<file path="src/design/rpfw_pkg.sv">
`timescale 1ns / 1ps
// Package for the resource pool with FIFO waiters: beat types, status codes,
// controller command struct and parameter defaults. No dependencies.
package rpfw_pkg;

  // Parameter defaults
  localparam int unsigned MaxPoolDefault    = 8;
  localparam int unsigned QueueDepthDefault = 16;
  localparam int unsigned IdWidthDefault    = 8;

  // Fixed field widths
  localparam int unsigned PoolW   = 4;
  localparam int unsigned ClientW = 8;
  localparam int unsigned StatusW = 3;
  localparam int unsigned WaitW   = 5;

  // Pool size after reset
  localparam logic [PoolW-1:0] PoolSizeReset = PoolW'(8);

  // Status codes
  localparam logic [StatusW-1:0] StGranted     = 3'd0;
  localparam logic [StatusW-1:0] StQueued      = 3'd1;
  localparam logic [StatusW-1:0] StRejected    = 3'd2;
  localparam logic [StatusW-1:0] StRelGranted  = 3'd3;
  localparam logic [StatusW-1:0] StRelNoWaiter = 3'd4;
  localparam logic [StatusW-1:0] StRelIgnored  = 3'd5;

  // Opcodes
  localparam logic OpRequest = 1'b0;
  localparam logic OpRelease = 1'b1;

  typedef struct packed {
    logic               opcode;
    logic [ClientW-1:0] client_id;
  } rpfw_req_t;

  typedef struct packed {
    logic [StatusW-1:0] status;
    logic               next_valid;
    logic [ClientW-1:0] next_id;
    logic [PoolW-1:0]   free_count;
    logic [WaitW-1:0]   wait_count;
  } rpfw_rsp_t;

  typedef struct packed {
    logic load;  // capture the request beat
    logic exec;  // decide and update pool state
  } rpfw_cmd_t;

endpackage

</file>
<file path="src/design/rpfw_ctrl.sv">
`timescale 1ns / 1ps
// Controller for the resource pool: idle/execute sequencer and result strobe.
// Depends on rpfw_pkg.
module rpfw_ctrl (
  input  logic             clk_i,
  input  logic             rst_ni,
  input  logic             start_i,
  output logic             busy_o,
  output logic             done_o,
  output rpfw_pkg::rpfw_cmd_t cmd_o
);

  localparam logic SIdle = 1'b0;
  localparam logic SExec = 1'b1;

  logic state_q, state_d;
  logic done_q, done_d;

  always_comb begin
    state_d = state_q;
    unique case (state_q)
      SIdle: begin
        if (start_i) begin
          state_d = SExec;
        end
      end
      SExec: begin
        state_d = SIdle;
      end
      default: begin
        state_d = SIdle;
      end
    endcase
  end

  assign cmd_o.load = (state_q == SIdle) && start_i;
  assign cmd_o.exec = (state_q == SExec);
  assign done_d     = cmd_o.exec;
  assign busy_o     = (state_q == SExec);
  assign done_o     = done_q;

  always_ff @(posedge clk_i or negedge rst_ni) begin
    if (!rst_ni) begin
      state_q <= SIdle;
      done_q  <= 1'b0;
    end else begin
      state_q <= state_d;
      done_q  <= done_d;
    end
  end

endmodule

</file>
<file path="src/design/rpfw_dp.sv">
`timescale 1ns / 1ps
// Datapath for the resource pool: holder slots, wait queue memory, counters
// and the result register. Depends on rpfw_pkg.
module rpfw_dp #(
  parameter int unsigned MAX_POOL    = rpfw_pkg::MaxPoolDefault,
  parameter int unsigned QUEUE_DEPTH = rpfw_pkg::QueueDepthDefault,
  parameter int unsigned ID_WIDTH    = rpfw_pkg::IdWidthDefault
) (
  input  logic                          clk_i,
  input  logic                          rst_ni,
  input  rpfw_pkg::rpfw_cmd_t           cmd_i,
  input  rpfw_pkg::rpfw_req_t           req_i,
  input  logic                          cfg_we_i,
  input  logic [rpfw_pkg::PoolW-1:0]    cfg_wdata_i,
  output rpfw_pkg::rpfw_rsp_t           rsp_o
);

  localparam int unsigned SlotW = (MAX_POOL > 1) ? $clog2(MAX_POOL) : 1;
  localparam int unsigned QW    = $clog2(QUEUE_DEPTH);
  localparam int unsigned FW    = $clog2(QUEUE_DEPTH + 1);
  localparam int unsigned PW    = rpfw_pkg::PoolW;

  // Request beat
  logic                op_q;
  logic [ID_WIDTH-1:0] id_q;

  // Holder slots
  logic [ID_WIDTH-1:0] hold_id_q [MAX_POOL];
  logic [MAX_POOL-1:0] hold_vld_q, hold_vld_d;
  logic                hold_we;
  logic [SlotW-1:0]    hold_idx;
  logic [ID_WIDTH-1:0] hold_wid;

  // Wait queue
  logic [ID_WIDTH-1:0] wq_mem [QUEUE_DEPTH];
  logic [ID_WIDTH-1:0] wq_rd_q;
  logic                wq_we;
  logic [QW-1:0]       head_q, head_d, tail_q, tail_d;
  logic [FW-1:0]       fill_q, fill_d;
  logic [PW-1:0]       free_q, free_d;

  rpfw_pkg::rpfw_rsp_t rsp_q, rsp_d;

  // Slot search
  logic             fs_found, mt_found;
  logic [SlotW-1:0] fs_idx, mt_idx;

  // Lowest empty slot and lowest valid slot holding the id
  always_comb begin
    fs_found = 1'b0;
    fs_idx   = '0;
    mt_found = 1'b0;
    mt_idx   = '0;
    for (int i = 0; i < MAX_POOL; i++) begin
      if (!fs_found && !hold_vld_q[i]) begin
        fs_found = 1'b1;
        fs_idx   = SlotW'(i);
      end
      if (!mt_found && hold_vld_q[i] && (hold_id_q[i] == id_q)) begin
        mt_found = 1'b1;
        mt_idx   = SlotW'(i);
      end
    end
  end

  function automatic logic [QW-1:0] wrap_inc(input logic [QW-1:0] p);
    wrap_inc = (p == QW'(QUEUE_DEPTH - 1)) ? '0 : p + 1'b1;
  endfunction

  always_comb begin
    hold_vld_d = hold_vld_q;
    head_d     = head_q;
    tail_d     = tail_q;
    fill_d     = fill_q;
    free_d     = free_q;
    hold_we    = 1'b0;
    hold_idx   = fs_idx;
    hold_wid   = id_q;
    wq_we      = 1'b0;
    rsp_d      = rsp_q;
    if (cfg_we_i) begin
      // New pool size drops holders and waiters
      hold_vld_d = '0;
      head_d     = '0;
      tail_d     = '0;
      fill_d     = '0;
      free_d     = (cfg_wdata_i > MAX_POOL) ? PW'(MAX_POOL) : cfg_wdata_i;
    end else if (cmd_i.exec) begin
      rsp_d.next_valid = 1'b0;
      rsp_d.next_id    = '0;
      if (op_q == rpfw_pkg::OpRequest) begin
        if ((free_q != '0) && fs_found) begin
          hold_we            = 1'b1;
          hold_vld_d[fs_idx] = 1'b1;
          free_d             = free_q - 1'b1;
          rsp_d.status       = rpfw_pkg::StGranted;
        end else if (fill_q < QUEUE_DEPTH) begin
          wq_we        = 1'b1;
          tail_d       = wrap_inc(tail_q);
          fill_d       = fill_q + 1'b1;
          rsp_d.status = rpfw_pkg::StQueued;
        end else begin
          rsp_d.status = rpfw_pkg::StRejected;
        end
      end else begin
        if (!mt_found) begin
          rsp_d.status = rpfw_pkg::StRelIgnored;
        end else if (fill_q != '0) begin
          // Hand the slot straight to the oldest waiter
          hold_we          = 1'b1;
          hold_idx         = mt_idx;
          hold_wid         = wq_rd_q;
          head_d           = wrap_inc(head_q);
          fill_d           = fill_q - 1'b1;
          rsp_d.status     = rpfw_pkg::StRelGranted;
          rsp_d.next_valid = 1'b1;
          rsp_d.next_id    = rpfw_pkg::ClientW'(wq_rd_q);
        end else begin
          hold_vld_d[mt_idx] = 1'b0;
          free_d             = free_q + 1'b1;
          rsp_d.status       = rpfw_pkg::StRelNoWaiter;
        end
      end
      rsp_d.free_count = free_d;
      rsp_d.wait_count = rpfw_pkg::WaitW'(fill_d);
    end
  end

  always_ff @(posedge clk_i or negedge rst_ni) begin
    if (!rst_ni) begin
      hold_vld_q <= '0;
      head_q     <= '0;
      tail_q     <= '0;
      fill_q     <= '0;
      free_q     <= (rpfw_pkg::PoolSizeReset > MAX_POOL) ? PW'(MAX_POOL)
                                                         : rpfw_pkg::PoolSizeReset;
    end else begin
      hold_vld_q <= hold_vld_d;
      head_q     <= head_d;
      tail_q     <= tail_d;
      fill_q     <= fill_d;
      free_q     <= free_d;
    end
  end

  // Payload registers
  always_ff @(posedge clk_i) begin
    if (cmd_i.load) begin
      op_q <= req_i.opcode;
      id_q <= ID_WIDTH'(req_i.client_id);
    end
    if (hold_we) begin
      hold_id_q[hold_idx] <= hold_wid;
    end
    rsp_q <= rsp_d;
  end

  // Queue memory: one write port at the tail, registered read at the head
  always_ff @(posedge clk_i) begin
    if (wq_we) begin
      wq_mem[tail_q] <= id_q;
    end
    wq_rd_q <= wq_mem[head_q];
  end

  assign rsp_o = rsp_q;

endmodule

</file>
<file path="src/design/resource_pool_fifo_waiters.sv">
`timescale 1ns / 1ps
// Resource pool with FIFO waiters. An accepted beat enters the execute state,
// whose result and strobe are registered. Busy is high while executing, so no
// new beat is taken until it ends (accept, execute); the head of the wait
// queue is read from its memory ahead of the execute cycle.
// Reset (async, active low): pool size 8, no holders, empty queue, no clearing
// pass. A pool_size write restarts the pool with the new size, clamped to
// MAX_POOL. Results are strobed for one cycle; the receiver cannot stall.
// Depends on rpfw_pkg, rpfw_ctrl, rpfw_dp.
module resource_pool_fifo_waiters #(
  parameter int unsigned MAX_POOL    = rpfw_pkg::MaxPoolDefault,
  parameter int unsigned QUEUE_DEPTH = rpfw_pkg::QueueDepthDefault,
  parameter int unsigned ID_WIDTH    = rpfw_pkg::IdWidthDefault
) (
  input  logic                       clk_i,
  input  logic                       rst_ni,
  // request beat: taken when start is high and busy is low
  input  logic                       start,
  output logic                       busy,
  input  rpfw_pkg::rpfw_req_t        req_i,
  // result beat: valid for exactly one cycle
  output logic                       rsp_valid_o,
  output rpfw_pkg::rpfw_rsp_t        rsp_o,
  // pool_size register
  input  logic                       cfg_we_i,
  input  logic [rpfw_pkg::PoolW-1:0] cfg_wdata_i
);

  rpfw_pkg::rpfw_cmd_t cmd;

  // Sequencer: idle, then an execute step for each beat
  rpfw_ctrl u_ctrl (
    .clk_i   (clk_i),
    .rst_ni  (rst_ni),
    .start_i (start),
    .busy_o  (busy),
    .done_o  (rsp_valid_o),
    .cmd_o   (cmd)
  );

  // Holder search, queue memory and counters
  rpfw_dp #(
    .MAX_POOL    (MAX_POOL),
    .QUEUE_DEPTH (QUEUE_DEPTH),
    .ID_WIDTH    (ID_WIDTH)
  ) u_dp (
    .clk_i       (clk_i),
    .rst_ni      (rst_ni),
    .cmd_i       (cmd),
    .req_i       (req_i),
    .cfg_we_i    (cfg_we_i),
    .cfg_wdata_i (cfg_wdata_i),
    .rsp_o       (rsp_o)
  );

  // Every accepted beat yields its result strobe after the execute state
  a_accept_result: assert property (@(posedge clk_i) disable iff (!rst_ni)
    (start && !busy) |-> ##2 rsp_valid_o)
    else $error("accepted beat produced no result");

  // The block is free again when a result is shown
  a_result_idle: assert property (@(posedge clk_i) disable iff (!rst_ni)
    rsp_valid_o |-> !busy)
    else $error("busy while result shown");

  // A waiter is reported exactly on a release that hands over
  a_next_valid: assert property (@(posedge clk_i) disable iff (!rst_ni)
    rsp_valid_o |-> (rsp_o.next_valid == (rsp_o.status == rpfw_pkg::StRelGranted)))
    else $error("next_valid disagrees with status");

  // No waiter means a zero id
  a_next_id_zero: assert property (@(posedge clk_i) disable iff (!rst_ni)
    (rsp_valid_o && !rsp_o.next_valid) |-> (rsp_o.next_id == '0))
    else $error("next_id nonzero without waiter");

endmodule

</file>
<file path="config.mk">
export PLATFORM = sky130hd
export DESIGN_NAME = resource_pool_fifo_waiters
export DESIGN_NICKNAME = d
export VERILOG_FILES = /design/src/design/rpfw_pkg.sv /design/src/design/rpfw_ctrl.sv /design/src/design/rpfw_dp.sv /design/src/design/resource_pool_fifo_waiters.sv
export SDC_FILE = /design/constraint.sdc
export NUM_CORES = 1
export LEC_CHECK = 0
export BUFFER_PORTS_ARGS = -buffer_cell sky130_fd_sc_hd__buf_2
export CAP_MARGIN = 20
export CORE_UTILIZATION = 55
export CTS_BUF_LIST = sky130_fd_sc_hd__clkbuf_16
export DETAILED_ROUTE_END_ITERATION = 8
export PLACE_DENSITY = 0.72
export SETUP_SLACK_MARGIN = 0.2
export SLEW_MARGIN = 20
export SYNTH_ARGS = -nofsm -noshare
export SYNTH_HDL_FRONTEND = slang
export SYNTH_HIERARCHICAL = 1
export SYNTH_SLANG_ARGS = --single-unit
</file>
<file path="constraint.sdc">
create_clock -name clk_i -period 3.4 [get_ports clk_i]
set_input_delay 0.34 -clock clk_i [delete_from_list [all_inputs] [get_ports clk_i]]
set_output_delay 0.34 -clock clk_i [all_outputs]
set_load 0.05 [all_outputs]
</file>
# ---- Yosys cells after proc, flatten, opt, wreduce, memory -nomap -nowiden
# Memory sizes are Yosys's and may differ from the RTL's. A register that Yosys moved wholly into a read port is not among the register bits.
# Cells that the tools add are included.
dict set report totals {
  input_bits 17
  regBits 57
  out_inout_bits 23
  mem_bits_ro 0
  mem_count 2
  ramBits 192
  latchBits 0
  word_cells 206
}
dict set report classes {
  n_mul 0
  div 0
  n_reduce_logical 60
  muxes 99
  shifts 0
  n_lt_le_gt_ge 6
  addsub 6
  eq_ne 14
  bitwise_logic 5
}
# name depth word_bits rd rd_ports_with_merged_regs wr line_no
set memory_table {}
lappend memory_table {u_dp.wq_mem 16 8 1 1 1 rpfw_dp.sv:35} ;# logic [ID_WIDTH-1:0] wq_mem [QUEUE_DEPTH];
lappend memory_table {u_dp.hold_id_q 8 8 8 0 1 rpfw_dp.sv:28} ;# logic [ID_WIDTH-1:0] hold_id_q [MAX_POOL];
# operator count
set ops {}
lappend ops {{two-way mux 8 bit} 11}
lappend ops {{two-way mux 4 bit} 19}
lappend ops {{== test 8 bit} 8}
lappend ops {{two-way mux 3 bit} 17}
lappend ops {{two-way mux 1 bit} 36}
lappend ops {{two-way mux 5 bit} 7}
lappend ops {{logical AND 1 bit} 26}
lappend ops {{logical NOT 1 bit} 20}
lappend ops {{adder 4 x 1 -> 4 bit (second input constant)} 3}
lappend ops {{AND reduction 4 bit} 3}
lappend ops {{two-way mux 2 bit} 5}
lappend ops {{nonzero test 2 bit} 5}
lappend ops {{two-way mux 9 bit} 1}
lappend ops {{AND 8 bit} 1}
lappend ops {{== test 4 bit (second input constant)} 2}
lappend ops {{less-than comparator 3 x 4 -> 1 bit (second input constant)} 2}
lappend ops {{inverter 8 bit} 1}
lappend ops {{bitwise OR 8 bit} 1}
lappend ops {{demux 1 bit (select 3 bit)} 2}
lappend ops {{>= comparator 3 x 1 -> 1 bit (second input constant)} 2}
lappend ops {{inequality test 3 bit (second input constant)} 2}
lappend ops {{adder 5 x 1 -> 5 bit (second input constant)} 1}
lappend ops {{less-than comparator 5 bit (second input constant)} 1}
lappend ops {{nonzero test 5 bit} 1}
lappend ops {{10 further kinds} 13}

# ---- Depth between registers and ports, before layout
# Gate-level depths: netlist of the first run.
# An unclocked memory read counts as a cell.
dict set report logic_depth {
  word_depth 43
  mapped_depth 10
}

# ---- By module
# Netlist of the first run, hierarchy kept.
# module area_each_um2 cells_each instances
set modules_own_cells {}
lappend modules_own_cells {rpfw_dp 11074.4 759 1}
lappend modules_own_cells {rpfw_ctrl 78.8 5 1}

# ---- Worst setup path after synthesis of the first run
# OpenSTA, ideal clock, no wires.
dict set report synth_path {
  path_kind {reg-to-reg}
  from {register u_ctrl.state_q (netlist: u_ctrl/busy_o)}
  to {memory u_dp/hold_id_q[7][0] in the netlist's numbering, enable pin}
  path_stages_with_launch 9
  setup_slack_ns 0.048
  arrival_time_ns 2.966
  setup_ns 0.385
  required_ns 3.015
  n_path_buf 2
  cell_sequence {dfrtp_1 > buf_4 > nand2_1 > inv_1 > and3_1 > nand2_1 > buf_2 > o21a_1 > nor3b_1}
}
dict set report synth_via {
  elab_chain_cells 4
}
# element line_no
set synth_lines {}
lappend synth_lines {{start, declared} rpfw_ctrl.sv:16} ;# logic state_q, state_d;
lappend synth_lines {{start signal, assigned} rpfw_ctrl.sv:44} ;# state_q <= SIdle;
lappend synth_lines {{start signal, assigned} rpfw_ctrl.sv:47} ;# state_q <= state_d;
lappend synth_lines {{two-way mux 1 bit} rpfw_dp.sv:88} ;# end else if (cmd_i.exec) begin
lappend synth_lines {{two-way mux 1 bit} rpfw_dp.sv:81} ;# if (cfg_we_i) begin
lappend synth_lines {{two-way mux 1 bit} rpfw_dp.sv:152} ;# if (hold_we) begin
lappend synth_lines {{two-way mux 1 bit (implied by the code)} rpfw_dp.sv:153} ;# hold_id_q[hold_idx] <= hold_wid;
lappend synth_lines {{end, declared} rpfw_dp.sv:28}
# Parallel ways exist; a longest one is shown, timed or not.

# ---- Worst setup path in the final report of the first run
dict set report layout_path {
  from {register u_dp.id_q[5]}
  to {memory u_dp/hold_id_q[7][0] in the netlist's numbering, enable pin}
}
dict set report layout_via {
  elab_chain_cells 37
}
# element line_no
set layout_lines {}
lappend layout_lines {{start, declared} rpfw_dp.sv:25} ;# logic [ID_WIDTH-1:0] id_q;
lappend layout_lines {{start signal, assigned} rpfw_dp.sv:150} ;# id_q <= ID_WIDTH'(req_i.client_id);
lappend layout_lines {{== test 8 bit} rpfw_dp.sv:59} ;# if (!mt_found && hold_vld_q[i] && (hold_id_q[i] == id_q)) begin
lappend layout_lines {{logical AND 1 bit} rpfw_dp.sv:59}
lappend layout_lines {{two-way mux 1 bit} rpfw_dp.sv:59}
lappend layout_lines {{logical NOT 1 bit} rpfw_dp.sv:59}
lappend layout_lines {{logical AND 1 bit (2 in series)} rpfw_dp.sv:59}
lappend layout_lines {{two-way mux 1 bit} rpfw_dp.sv:59}
lappend layout_lines {{logical NOT 1 bit} rpfw_dp.sv:59}
lappend layout_lines {{logical AND 1 bit (2 in series)} rpfw_dp.sv:59}
lappend layout_lines {{[18 not listed]} n/a}
lappend layout_lines {{logical AND 1 bit (2 in series)} rpfw_dp.sv:59}
lappend layout_lines {{two-way mux 1 bit} rpfw_dp.sv:59}
lappend layout_lines {{two-way mux 1 bit} rpfw_dp.sv:106} ;# if (!mt_found) begin
lappend layout_lines {{two-way mux 1 bit} rpfw_dp.sv:91} ;# if (op_q == rpfw_pkg::OpRequest) begin
lappend layout_lines {{two-way mux 1 bit} rpfw_dp.sv:88}
lappend layout_lines {{two-way mux 1 bit} rpfw_dp.sv:81}
lappend layout_lines {{two-way mux 1 bit} rpfw_dp.sv:152}
lappend layout_lines {{two-way mux 1 bit (implied by the code)} rpfw_dp.sv:153}
# Parallel ways exist; a longest one is shown, timed or not.

==> results.sh, run 1 <==
export IMPL_synthArstFlopShare_pct=10.51
export IMPL_yosys_warnings=6
export IMPL_grt_pass1_vias=6575
export IMPL_critPathTopFamily="simple AND/OR/NAND/NOR gates"
export IMPL_crit_path_end_kind="flip-flop"
export IMPL_cts_sink_count=257
export IMPL_total_power_uw=6844
export IMPL_initial_core_util_pct=56.75
export IMPL_gr_usage_all_layers_pct=24.23
export IMPL_die_y_um=144.4
export IMPL_port_buffers=39
export IMPL_syn_avg_cell_area_um2=14.60
export IMPL_viasPerCell=5.802
export IMPL_nNetsFinal=902
export IMPL_synth_top_area_share_pct=59.77
export IMPL_whs_path_depth=3
export IMPL_r2r_cells=10
export IMPL_ys_dominant_reg_cell="edfxtp_1"
export IMPL_hold_class="input pin to flip-flop"
export IMPL_cts_tree="built"
export IMPL_power_density_mw_per_mm2=522.0
export IMPL_ff_latch_area_mm2=0.007505
export IMPL_timing_rr_start="u_dp/id_q[5]$_DFFE_PP_"
export IMPL_syn_nets=790
export IMPL_drtIter0Drc=613
export IMPL_fmax_mhz=336.3
export IMPL_path_buf_inv=2
export IMPL_reg2reg_setup_slack_ps=430
export IMPL_syn_area_mm2=0.01115
export IMPL_peakVddDrop_v=0.0004006
export IMPL_grt_pass1_wl_um=36740
export IMPL_path_cells="buf_4 > xnor2_1 > nand2_1 > nor3_1 > nor2_1 > nand4b_4 > nand2_1 > a22oi_2 > nor3b_2 > buf_4"
export IMPL_finalSetupViolations=0
export IMPL_die_area_mm2=0.02085
export IMPL_clk_pin_slew_ps=60
export IMPL_synth_edf_count=222
export IMPL_worstMarginPinSlew_ps=631.6
export IMPL_area_growth_pct=17.55
export IMPL_cp_arrival_ps=3210
export IMPL_status="finished clean"
export IMPL_htree_levels=1
export IMPL_rsz0062_at_grt="no"
export IMPL_path_max_fanout=15
export IMPL_num_rows=51
export IMPL_dpl_hpwl_um=16380
export IMPL_detail_route_wl_per_cell_um=20.87
export IMPL_synthTopCellsByArea="edfxtp_1 60%, dfrtp_1 5.8%, xnor2_1 4.8%"
export IMPL_dieWidth_um=144.4
export IMPL_worstSkewPairLatency_ps=540
export IMPL_final_period_utilization_pct=87.45
export IMPL_postRouteAntennaNets=0
export IMPL_skew_ps=14.97
export IMPL_min_delay_start="cfg_wdata_i[2]"
export IMPL_syn_inst=764
export IMPL_ys_seq_area_share_pct=67.28
export IMPL_synth_most_common_cell="edfxtp_1"
export IMPL_drive_gt1_share_pct=23.52
export IMPL_r2r_end="u_dp/hold_id_q[7][0]$_DFFE_PP_"
export IMPL_critical_path_class="flip-flop to flip-flop"
export IMPL_tns_ps=0
export IMPL_drv_cap=0
export IMPL_root_buffer="clkbuf_16"
export IMPL_hold_end="u_dp/free_q[2]$_DFFE_PN0N_"
export IMPL_finalMaxSlewViolations=0
export IMPL_finalWirelength_um=24250
export IMPL_dr_pass1_iters=5
export IMPL_routabilityCongestion=0.8846
export IMPL_route_vias_total=6742
export IMPL_multi_input_area_mm2=0.003398
export IMPL_antenna_found_initial=1
export IMPL_cts_buffers=27
export IMPL_fin_crit_ps=2973
export IMPL_slew_headroom_pct=57.89
export IMPL_core_mm2=0.01965
export IMPL_startpoint_type="flip-flop"
export IMPL_synth_area_leader_cell="edfxtp_1"
export IMPL_overflow=0
export IMPL_netlist_top_cells_count="222 x edfxtp_1, 61 x xnor2_1, 51 x nand2_1, 50 x nor2_1, 33 x mux2i_1"
export IMPL_num_antenna_cells=0
export IMPL_drc=0
export IMPL_leakage_uw=0.004574
export IMPL_grt_max_degree=28
export IMPL_clock_path_buffers=3
export IMPL_ys_ff_latch=257
export IMPL_cp_slowest_cell="edfxtp_1"
export IMPL_crit_required_ps=3640
export IMPL_nFillCells=1378
export IMPL_final_hold_viol_count=0
export IMPL_num_io_pins=40
export IMPL_slowest_delay_ps=470
export IMPL_ys_types=65
per-layer routing:
| layer | up-vias | part of all wire, % | track usage, % |
|---|---|---|---|
| met4 | 0 | 2.2 | 6.648 |
| met5 | - | 0 | 0 |
| li1 | 3116 | - | - |
| met3 | 35 | 7.1 | 4.801 |
| met2 | 237 | 47 | 38.97 |
| met1 | 3354 | 43 | 33.74 |
worst max-delay path by stage:
stage	start	end	slack, ps	cells after the start
final	u_dp/id_q[5]$_DFFE_PP_	u_dp/hold_id_q[7][0]$_DFFE_PP_	430	10
after global routing	u_dp/id_q[5]$_DFFE_PP_	u_dp/hold_id_q[6][2]$_DFFE_PP_	240	10
after CTS	u_dp/id_q[4]$_DFFE_PP_	u_dp/hold_id_q[7][4]$_DFFE_PP_	230	9
after detailed placement	u_dp/id_q[1]$_DFFE_PP_	u_dp/hold_id_q[7][0]$_DFFE_PP_	190	9
after global placement	u_dp/id_q[1]$_DFFE_PP_	u_dp/hold_id_q[6][7]$_DFFE_PP_	250	9
after floorplan	u_ctrl/busy_o$_DFF_PN0_	u_dp/hold_id_q[5][0]$_DFFE_PP_	80	8
stage by stage:
stage	worst slack [ps]	std cells	util [%]	hold slack [ps]	area [um^2]
after global routing	243.2	1162	66.70	42.14	13110
after detailed placement	189.4	1077	60.30	399.5	11850
final	426.9	1162	66.70	40.70	13110
after global placement	253.0	1077	60.30	409.8	11850
after CTS	226.0	1139	65.64	27.83	12900
after floorplan	81.73	764	-	44.41	11160
cell families after synthesis:
kind of cell / after synthesis / synth area share (%)
xor gates and xnor gates: 71 / 5.575
DFF: 257 / 67.28
buffers and inverters: 52 / 2.300
AOI/OAI and AO/OA: 108 / 6.731
muxes: 64 / 7.707
adders and majority gates: 9 / 1.010
and+or+nand+nor: 203 / 9.401
what timing repair did:
action / in CTS / in global routing
hold buffers: 10 / 0
endpoints found under the hold margin: 35 / 0
gates cloned: 0 / 0
endpoints found under the setup margin: 14 / 133
gates resized for setup: 0 / 0
setup buffers: 2 / 23
report_power, final:
group	total (uW)	switching [uW]	internal (uW)
combinational	379	240	140
clock	2970	1200	1770
sequential	3490	26.9	3470
area by class of cell:
| cell class | instances | area share, % |
|---|---|---|
| sequential | 257 | 57.24 |
| clock buffer | 27 | 5.154 |
| tap | 265 | 2.529 |
| timing repair buffer | 122 | 6.910 |
| multi-input combinational | 455 | 25.92 |
| inverter | 13 | 0.3722 |
| clock inverter | 23 | 1.871 |
cells in the final DEF (no fill, tap or decap), drive strengths merged, types with 3 or more instances in the layout:
| cell | Yosys | routed |
|---|---|---|
| edfxtp | 222 | 222 |
| buf | 22 | 112 |
| xnor2 | 61 | 61 |
| nand2 | 51 | 51 |
| nor2 | 50 | 50 |
| mux2i | 33 | 33 |
| clkbuf | 17 | 27 |
| dfrtp | 26 | 26 |
| a21oi | 24 | 24 |
| o21ai | 24 | 24 |
| nor3 | 22 | 22 |
| inv | 13 | 17 |
| mux4 | 16 | 16 |
| nand3 | 15 | 15 |
| nand4 | 15 | 15 |
| mux2 | 15 | 15 |
| and2 | 11 | 11 |
| dlygate4sd3 | 0 | 10 |
| xor2 | 10 | 10 |
| a221oi | 10 | 10 |
| a31oi | 10 | 10 |
| ha | 9 | 9 |
| a22oi | 9 | 9 |
| nor2b | 9 | 9 |
| clkinv | 0 | 9 |
| dfxtp | 8 | 8 |
| clkinvlp | 0 | 6 |
| nor4 | 6 | 6 |
| nor3b | 6 | 6 |
| or2 | 5 | 5 |
| a21o | 5 | 5 |
| a211oi | 5 | 5 |
| bufinv | 0 | 4 |
| and3 | 4 | 4 |
| nand2b | 4 | 4 |
| o32ai | 3 | 3 |
sequential cells by signal (all words and copies together), names as in the netlist:
| name | count |
|---|---|
| u_dp/hold_id_q | 64 |
| u_ctrl/busy_o | 1 |
| u_dp/wq_mem | 128 |
| u_dp/id_q | 8 |
| u_dp/wq_rd_q | 8 |
| u_dp/head_q | 4 |
| u_dp/fill_q | 5 |
| u_dp/free_q | 4 |
| u_dp/op_q | 1 |
| u_dp/tail_q | 4 |
| u_dp/hold_vld_q | 8 |
| u_dp/rsp_o | 21 |
| u_ctrl/done_o | 1 |
worst reg2reg max path, cell delays in order (launching register included):
cell,delay (ps)
edfxtp_1,470
buf_4,180
xnor2_1,140
nand2_1,80
nor3_1,430
nor2_1,220
nand4b_4,250
nand2_1,160
a22oi_2,320
nor3b_2,240
buf_4,200
(Power assumes the default switching activity.)
==> inputs of run 2 (changes only) <==
==> constraint.sdc (replaced) <==
create_clock -name clk_i -period 3.32 [get_ports clk_i]
set_input_delay 0.332 -clock clk_i [delete_from_list [all_inputs] [get_ports clk_i]]
set_output_delay 0.332 -clock clk_i [all_outputs]
set_load 0.05 [all_outputs]
==> run 2 against run 1 <==
Worst hold slack gained 12 ps. Sequential share of layout area is 0.79 points higher. Largest cell class unchanged. Clock power down 6%. Die area did not move. Total power down 1.6%. Worst setup slack got worse by 41 ps. Utilization fell by 0.91 points. Critical endpoint is now u_dp/hold_id_q[7][5]$_DFFE_PP_. Maximum frequency up 1.3%. Critical path type unchanged.
==> results.sh, run 2 (synthesis gave the netlist of run 1 again) <==
export IMPL_slew_headroom_pct=50.26
export IMPL_cp_arrival_ps=3160
export IMPL_crit_required_ps=3550
export IMPL_num_rows=51
export IMPL_final_common_cell="edfxtp_1"
export IMPL_worstSkewPairLatency_ps=520
export IMPL_final_cells=1153
export IMPL_crit_path_end_kind="flip-flop"
export IMPL_route_vias_total=6886
export IMPL_tns_ps=0
export IMPL_htree_levels=1
export IMPL_cts_buffers=26
export IMPL_whs_ps=53.08
export IMPL_status="finished clean"
export IMPL_gr_usage_all_layers_pct=24.94
export IMPL_skew_ps=10.07
export IMPL_num_io_pins=40
export IMPL_root_buffer="clkbuf_16"
export IMPL_regMostFlops="u_dp/wq_mem"
export IMPL_dieWidth_um=144.4
export IMPL_dp_cells=1074
export IMPL_drive_gt1_share_pct=22.55
export IMPL_peakVddDrop_v=0.0003961
export IMPL_nNetsFinal=893
export IMPL_clk_pin_slew_ps=60
export IMPL_grt_max_degree=30
export IMPL_final_hold_viol_count=0
export IMPL_die_y_um=144.4
export IMPL_area_growth_pct=15.94
export IMPL_final_cell_mix="222 x edfxtp_1, 64 x buf_4, 61 x xnor2_1"
export IMPL_clock_path_buffers=3
export IMPL_hold_class="input pin to flip-flop"
export IMPL_worstMarginPinSlew_ps=746.0
export IMPL_finalSetupViolations=0
export IMPL_drv_cap=0
export IMPL_postRouteAntennaNets=0
export IMPL_drtIter0Drc=691
export IMPL_cts_sink_count=257
export IMPL_finalMaxSlewViolations=0
export IMPL_fin_crit_ps=2934
export IMPL_initial_core_util_pct=56.75
export IMPL_total_power_uw=6736
export IMPL_fmax_mhz=340.9
export IMPL_grt_pass1_wl_um=37880
export IMPL_layout_setup_ws_ps=386.2
export IMPL_drc=0
export IMPL_path_max_fanout=8
export IMPL_cts_tree="built"
export IMPL_critical_path_class="flip-flop to flip-flop"
export IMPL_largest_reg_flops=128
export IMPL_rsz0062_at_grt="no"
export IMPL_antenna_found_initial=0
export IMPL_port_buffers=39
export IMPL_power_density_mw_per_mm2=520.9
export IMPL_routabilityCongestion=0.8812
export IMPL_detail_route_wl_per_cell_um=21.86
export IMPL_startpoint_type="flip-flop"
export IMPL_overflow=0
export IMPL_final_period_utilization_pct=88.37
export IMPL_leakage_uw=0.004490
export IMPL_core_mm2=0.01965
export IMPL_viasPerCell=5.972
export IMPL_pre_cts_ws_ps=228.8
export IMPL_dpl_hpwl_um=16260
export IMPL_nFillCells=1410
export IMPL_finalWirelength_um=25200
export IMPL_grt_pass1_vias=6579
export IMPL_dr_pass1_iters=5
export IMPL_die_area_mm2=0.02085
-- run 2: final cells by class --
type	instances	area [um^2]	share of cell area, %
antenna	1	2.502	0.01935
clock buffer	27	675.6	5.225
clock inverter	21	146.4	1.132
inverter	13	52.55	0.4064
multi-input combinational	455	3422	26.46
sequential	257	7505	58.04
tap	265	331.6	2.564
timing repair buffer	114	795.8	6.154
-- run 2: what timing repair did --
action,CTS,global route
setup endpoints to repair,8,52
setup buffers,3,17
hold endpoints to repair,35,0
hold buffers,10,0
gates resized for setup,0,4
-- run 2: worst paths after layout --
path                                                 start  depth (start not counted)                        endpoint  slack, ps
worst max-delay path                u_dp/id_q[1]$_DFFE_PP_                         10  u_dp/hold_id_q[7][5]$_DFFE_PP_        390
worst min-delay path                        cfg_wdata_i[2]                          3      u_dp/free_q[2]$_DFFE_PN0N_         50
worst max register to register      u_dp/id_q[1]$_DFFE_PP_                         10  u_dp/hold_id_q[7][5]$_DFFE_PP_        390
worst min register to register  u_dp/free_q[3]$_DFFE_PN1N_                          2      u_dp/free_q[3]$_DFFE_PN1N_        540
max in group asynchronous                           rst_ni                          2      u_dp/head_q[0]$_DFFE_PN0P_       2510
min in group asynchronous                           rst_ni                          2      u_dp/fill_q[4]$_DFFE_PN0N_        360
-- run 2: routing by layer --
| metal | track usage (%) | routed length (um) | vias up |
|---|---|---|---|
| li1 | - | - | 3084 |
| met1 | 35.86 | 11030 | 3456 |
| met2 | 38.39 | 11550 | 290 |
| met3 | 4.603 | 1823 | 56 |
| met4 | 8.366 | 800 | 0 |
| met5 | 0 | 0 | - |
-- run 2: critical path: stages (launching register included) --
cell and delay [ps]:
edfxtp_1 540, buf_4 240, xnor2_1 240, nand4_1 210, nor4_4 270, a21oi_1 100
o21ai_0 150, nand2_1 150, o21a_1 290, nor3b_2 220, buf_4 210
-- run 2: stage by stage --
stage / cell area, um^2 / utilization (%)
final: 12930 / 65.79
after detailed placement: 11840 / 60.23
after global placement: 11840 / 60.23
after global routing: 12930 / 65.78
after CTS: 12780 / 65.04
after floorplan: 11170 / -
-- run 2: power by group --
| part | switching [uW] | leakage [uW] | internal, uW |
|---|---|---|---|
| registers | 32.8 | 0.00244 | 3550 |
| clock network | 1160 | 0.000422 | 1620 |
| logic | 243 | 0.00163 | 133 |
==> inputs of run 3 (changes only) <==
--- a/config.mk
+++ b/config.mk
@@ -10,7 +10,7 @@
 export CORE_UTILIZATION = 55
 export CTS_BUF_LIST = sky130_fd_sc_hd__clkbuf_16
 export DETAILED_ROUTE_END_ITERATION = 8
-export PLACE_DENSITY = 0.72
+export PLACE_DENSITY = 0.84
 export SETUP_SLACK_MARGIN = 0.2
 export SLEW_MARGIN = 20
 export SYNTH_ARGS = -nofsm -noshare
==> run 3 against run 2 <==
Worst hold slack lost 15 ps. Count of clock-buffer cells in the layout is 1 lower. Final area increased by 1.5%. Non-clock buffer count increased by 15. Routed wire length is 3.3% higher. Sequential cell count unchanged. Global-route usage up 0.71 points. Via count increased by 2.9%. Critical endpoint is now u_dp/hold_id_q[5][2]$_DFFE_PP_.
==> results.sh, run 3 (synthesis gave the netlist of run 1 again) <==
export IMPL_status="finished clean"
export IMPL_hold_class="input pin to flip-flop"
export IMPL_cts_buffers=26
export IMPL_nFillCells=1342
export IMPL_dieWidth_um=144.4
export IMPL_route_vias_total=7086
export IMPL_r2r_cells=13
export IMPL_fin_crit_ps=3044
export IMPL_grt_max_degree=31
export IMPL_peakVddDrop_v=0.0003124
export IMPL_rsz0062_at_grt="yes"
export IMPL_startpoint_type="flip-flop"
export IMPL_core_mm2=0.01965
export IMPL_root_buffer="clkbuf_16"
export IMPL_finalMaxSlewViolations=0
export IMPL_num_io_pins=40
export IMPL_worst_path_most_repeated_cell="buf_4"
export IMPL_final_period_utilization_pct=91.70
export IMPL_power_density_mw_per_mm2=520.9
export IMPL_overflow=0
export IMPL_postRouteAntennaNets=0
export IMPL_viasPerCell=6.067
export IMPL_cp_depth=13
export IMPL_num_rows=51
export IMPL_critPathCapture="u_dp/hold_id_q[5][2]$_DFFE_PP_"
export IMPL_die_y_um=144.4
export IMPL_finalWirelength_um=26040
export IMPL_gr_usage_all_layers_pct=25.64
export IMPL_final_common_cell="edfxtp_1"
export IMPL_timing_rr_start="u_dp/id_q[1]$_DFFE_PP_"
export IMPL_port_buffers=39
export IMPL_final_hold_viol_count=0
export IMPL_leakage_uw=0.004597
export IMPL_path_max_fanout=8
export IMPL_fmax_mhz=328.5
export IMPL_antenna_found_initial=0
export IMPL_crit_path_end_kind="flip-flop"
export IMPL_r2r_end="u_dp/hold_id_q[5][2]$_DFFE_PP_"
export IMPL_final_cell_mix="222 x edfxtp_1, 76 x buf_4, 61 x xnor2_1"
export IMPL_reg2reg_setup_slack_ps=280
export IMPL_initial_core_util_pct=56.75
export IMPL_dr_pass1_iters=5
export IMPL_nNetsFinal=908
export IMPL_regMostFlops="u_dp/wq_mem"
export IMPL_routabilityCongestion=0.8510
export IMPL_finalSetupViolations=0
export IMPL_largest_reg_flops=128
export IMPL_area_growth_pct=17.69
export IMPL_worstSkewPairLatency_ps=540
export IMPL_drc=0
export IMPL_slew_headroom_pct=48.26
export IMPL_skew_ps=11.24
export IMPL_clk_pin_slew_ps=60
export IMPL_cp_arrival_ps=3280
export IMPL_cts_tree="built"
export IMPL_drv_cap=0
export IMPL_htree_levels=1
export IMPL_drive_gt1_share_pct=24.50
export IMPL_pre_cts_ws_ps=-145.0
export IMPL_path_cells="buf_4 > buf_4 > xnor2_1 > nand4_1 > nor4_4 > buf_4 > a21oi_1 > o21ai_0 > nand2_1 > buf_4 > o21a_1 > nor3_2 > buf_4"
export IMPL_cts_sink_count=257
export IMPL_slowest_delay_ps=380
export IMPL_total_power_uw=6837
export IMPL_drtIter0Drc=749
export IMPL_worstMarginPinSlew_ps=771.9
export IMPL_clock_path_buffers=3
export IMPL_crit_required_ps=3560
export IMPL_grt_pass1_vias=6839
export IMPL_dpl_hpwl_um=16200
export IMPL_die_area_mm2=0.02085
export IMPL_detail_route_wl_per_cell_um=22.29
export IMPL_grt_pass1_wl_um=39000
export IMPL_layout_setup_ws_ps=275.7
export IMPL_critPathTopFamily="buffers and inverters"
export IMPL_path_buf_inv=5
export IMPL_critical_path_class="flip-flop to flip-flop"
export IMPL_cp_slowest_cell="edfxtp_1"
export IMPL_crit_path_start="u_dp/id_q[1]$_DFFE_PP_"
==> run 3: changes by cell type in the layout (fill, tap and decap cells not counted), sizes merged <==
cell / delta
clkinv: -4
bufinv: +1
clkbuf: -1
inv: +2
buf: +15
clkinvlp: +2
==> run 3: layer usage <==
layer / wire (um) / vias up / global-route usage [%]
met3: 2396 / 62 / 4.801
met1: 10530 / 3522 / 35.54
li1: - / 3119 / -
met5: 0 / - / 0
met4: 674 / 0 / 8.809
met2: 12440 / 383 / 40.81
==> run 3: layout make-up <==
class | count | area (um^2) | share of cell area (%)
sequential | 257 | 7505 | 57.17
multi-input combinational | 455 | 3473 | 26.46
timing repair buffer | 129 | 922.1 | 7.025
clock buffer | 26 | 650.6 | 4.957
tap | 265 | 331.6 | 2.526
clock inverter | 22 | 188.9 | 1.439
inverter | 13 | 52.55 | 0.4003
antenna | 1 | 2.502 | 0.01906
==> run 3: stage by stage <==
stage / hold slack (ps) / util, % / cell area, um^2 / std cells / setup TNS, ps
6_report: 37.72 / 66.79 / 13130 / 1168 / 0
5_1_grt: 46.73 / 66.77 / 13120 / 1167 / 0
4_1_cts: 26.71 / 66.07 / 12990 / 1154 / 0
3_5_place_dp: 396.6 / 60.94 / 11980 / 1091 / -1680
3_3_place_gp: 384.8 / 60.94 / 11980 / 1091 / -93.14
2_1_floorplan: 36.41 / - / 11170 / 764 / 0
==> run 3: how the worst min path moves through the flow <==
stage | start | to | slack [ps] | cells after the start
4_1_cts | cfg_wdata_i[2] | u_dp/free_q[2]$_DFFE_PN0N_ | 30 | 3
2_1_floorplan | rst_ni | u_ctrl/busy_o$_DFF_PN0_ | 40 | 0
5_1_grt | cfg_wdata_i[0] | u_dp/free_q[0]$_DFFE_PN0N_ | 50 | 3
3_5_place_dp | rst_ni | u_dp/fill_q[2]$_DFFE_PN0N_ | 400 | 1
3_3_place_gp | rst_ni | u_dp/fill_q[2]$_DFFE_PN0N_ | 380 | 1
6_report | cfg_wdata_i[2] | u_dp/free_q[2]$_DFFE_PN0N_ | 40 | 3
==> run 3: where the power goes <==
part / leakage (uW) / internal, uW / switching [uW]
combinational: 0.00174 / 141 / 251
clock: 0.000424 / 1660 / 1210
sequential: 0.00244 / 3550 / 29.6
total: 0.00460 / 5350 / 1490
==> run 3: tightest hold or removal path: cells and delay by family <==
family                 cells  cell delay, ps
AOI/OAI and AO/OA          1              60
buffers and inverters      1              80
and+or+nand+nor            1              60
==> run 3: repair_timing <==
action                                 CTS  global route
hold buffers                            10             0
endpoints found under the hold margin   35             0
setup endpoints to repair               48            56
gates resized for setup                  6             8
setup buffers                            5            13
pin swaps                                0             2
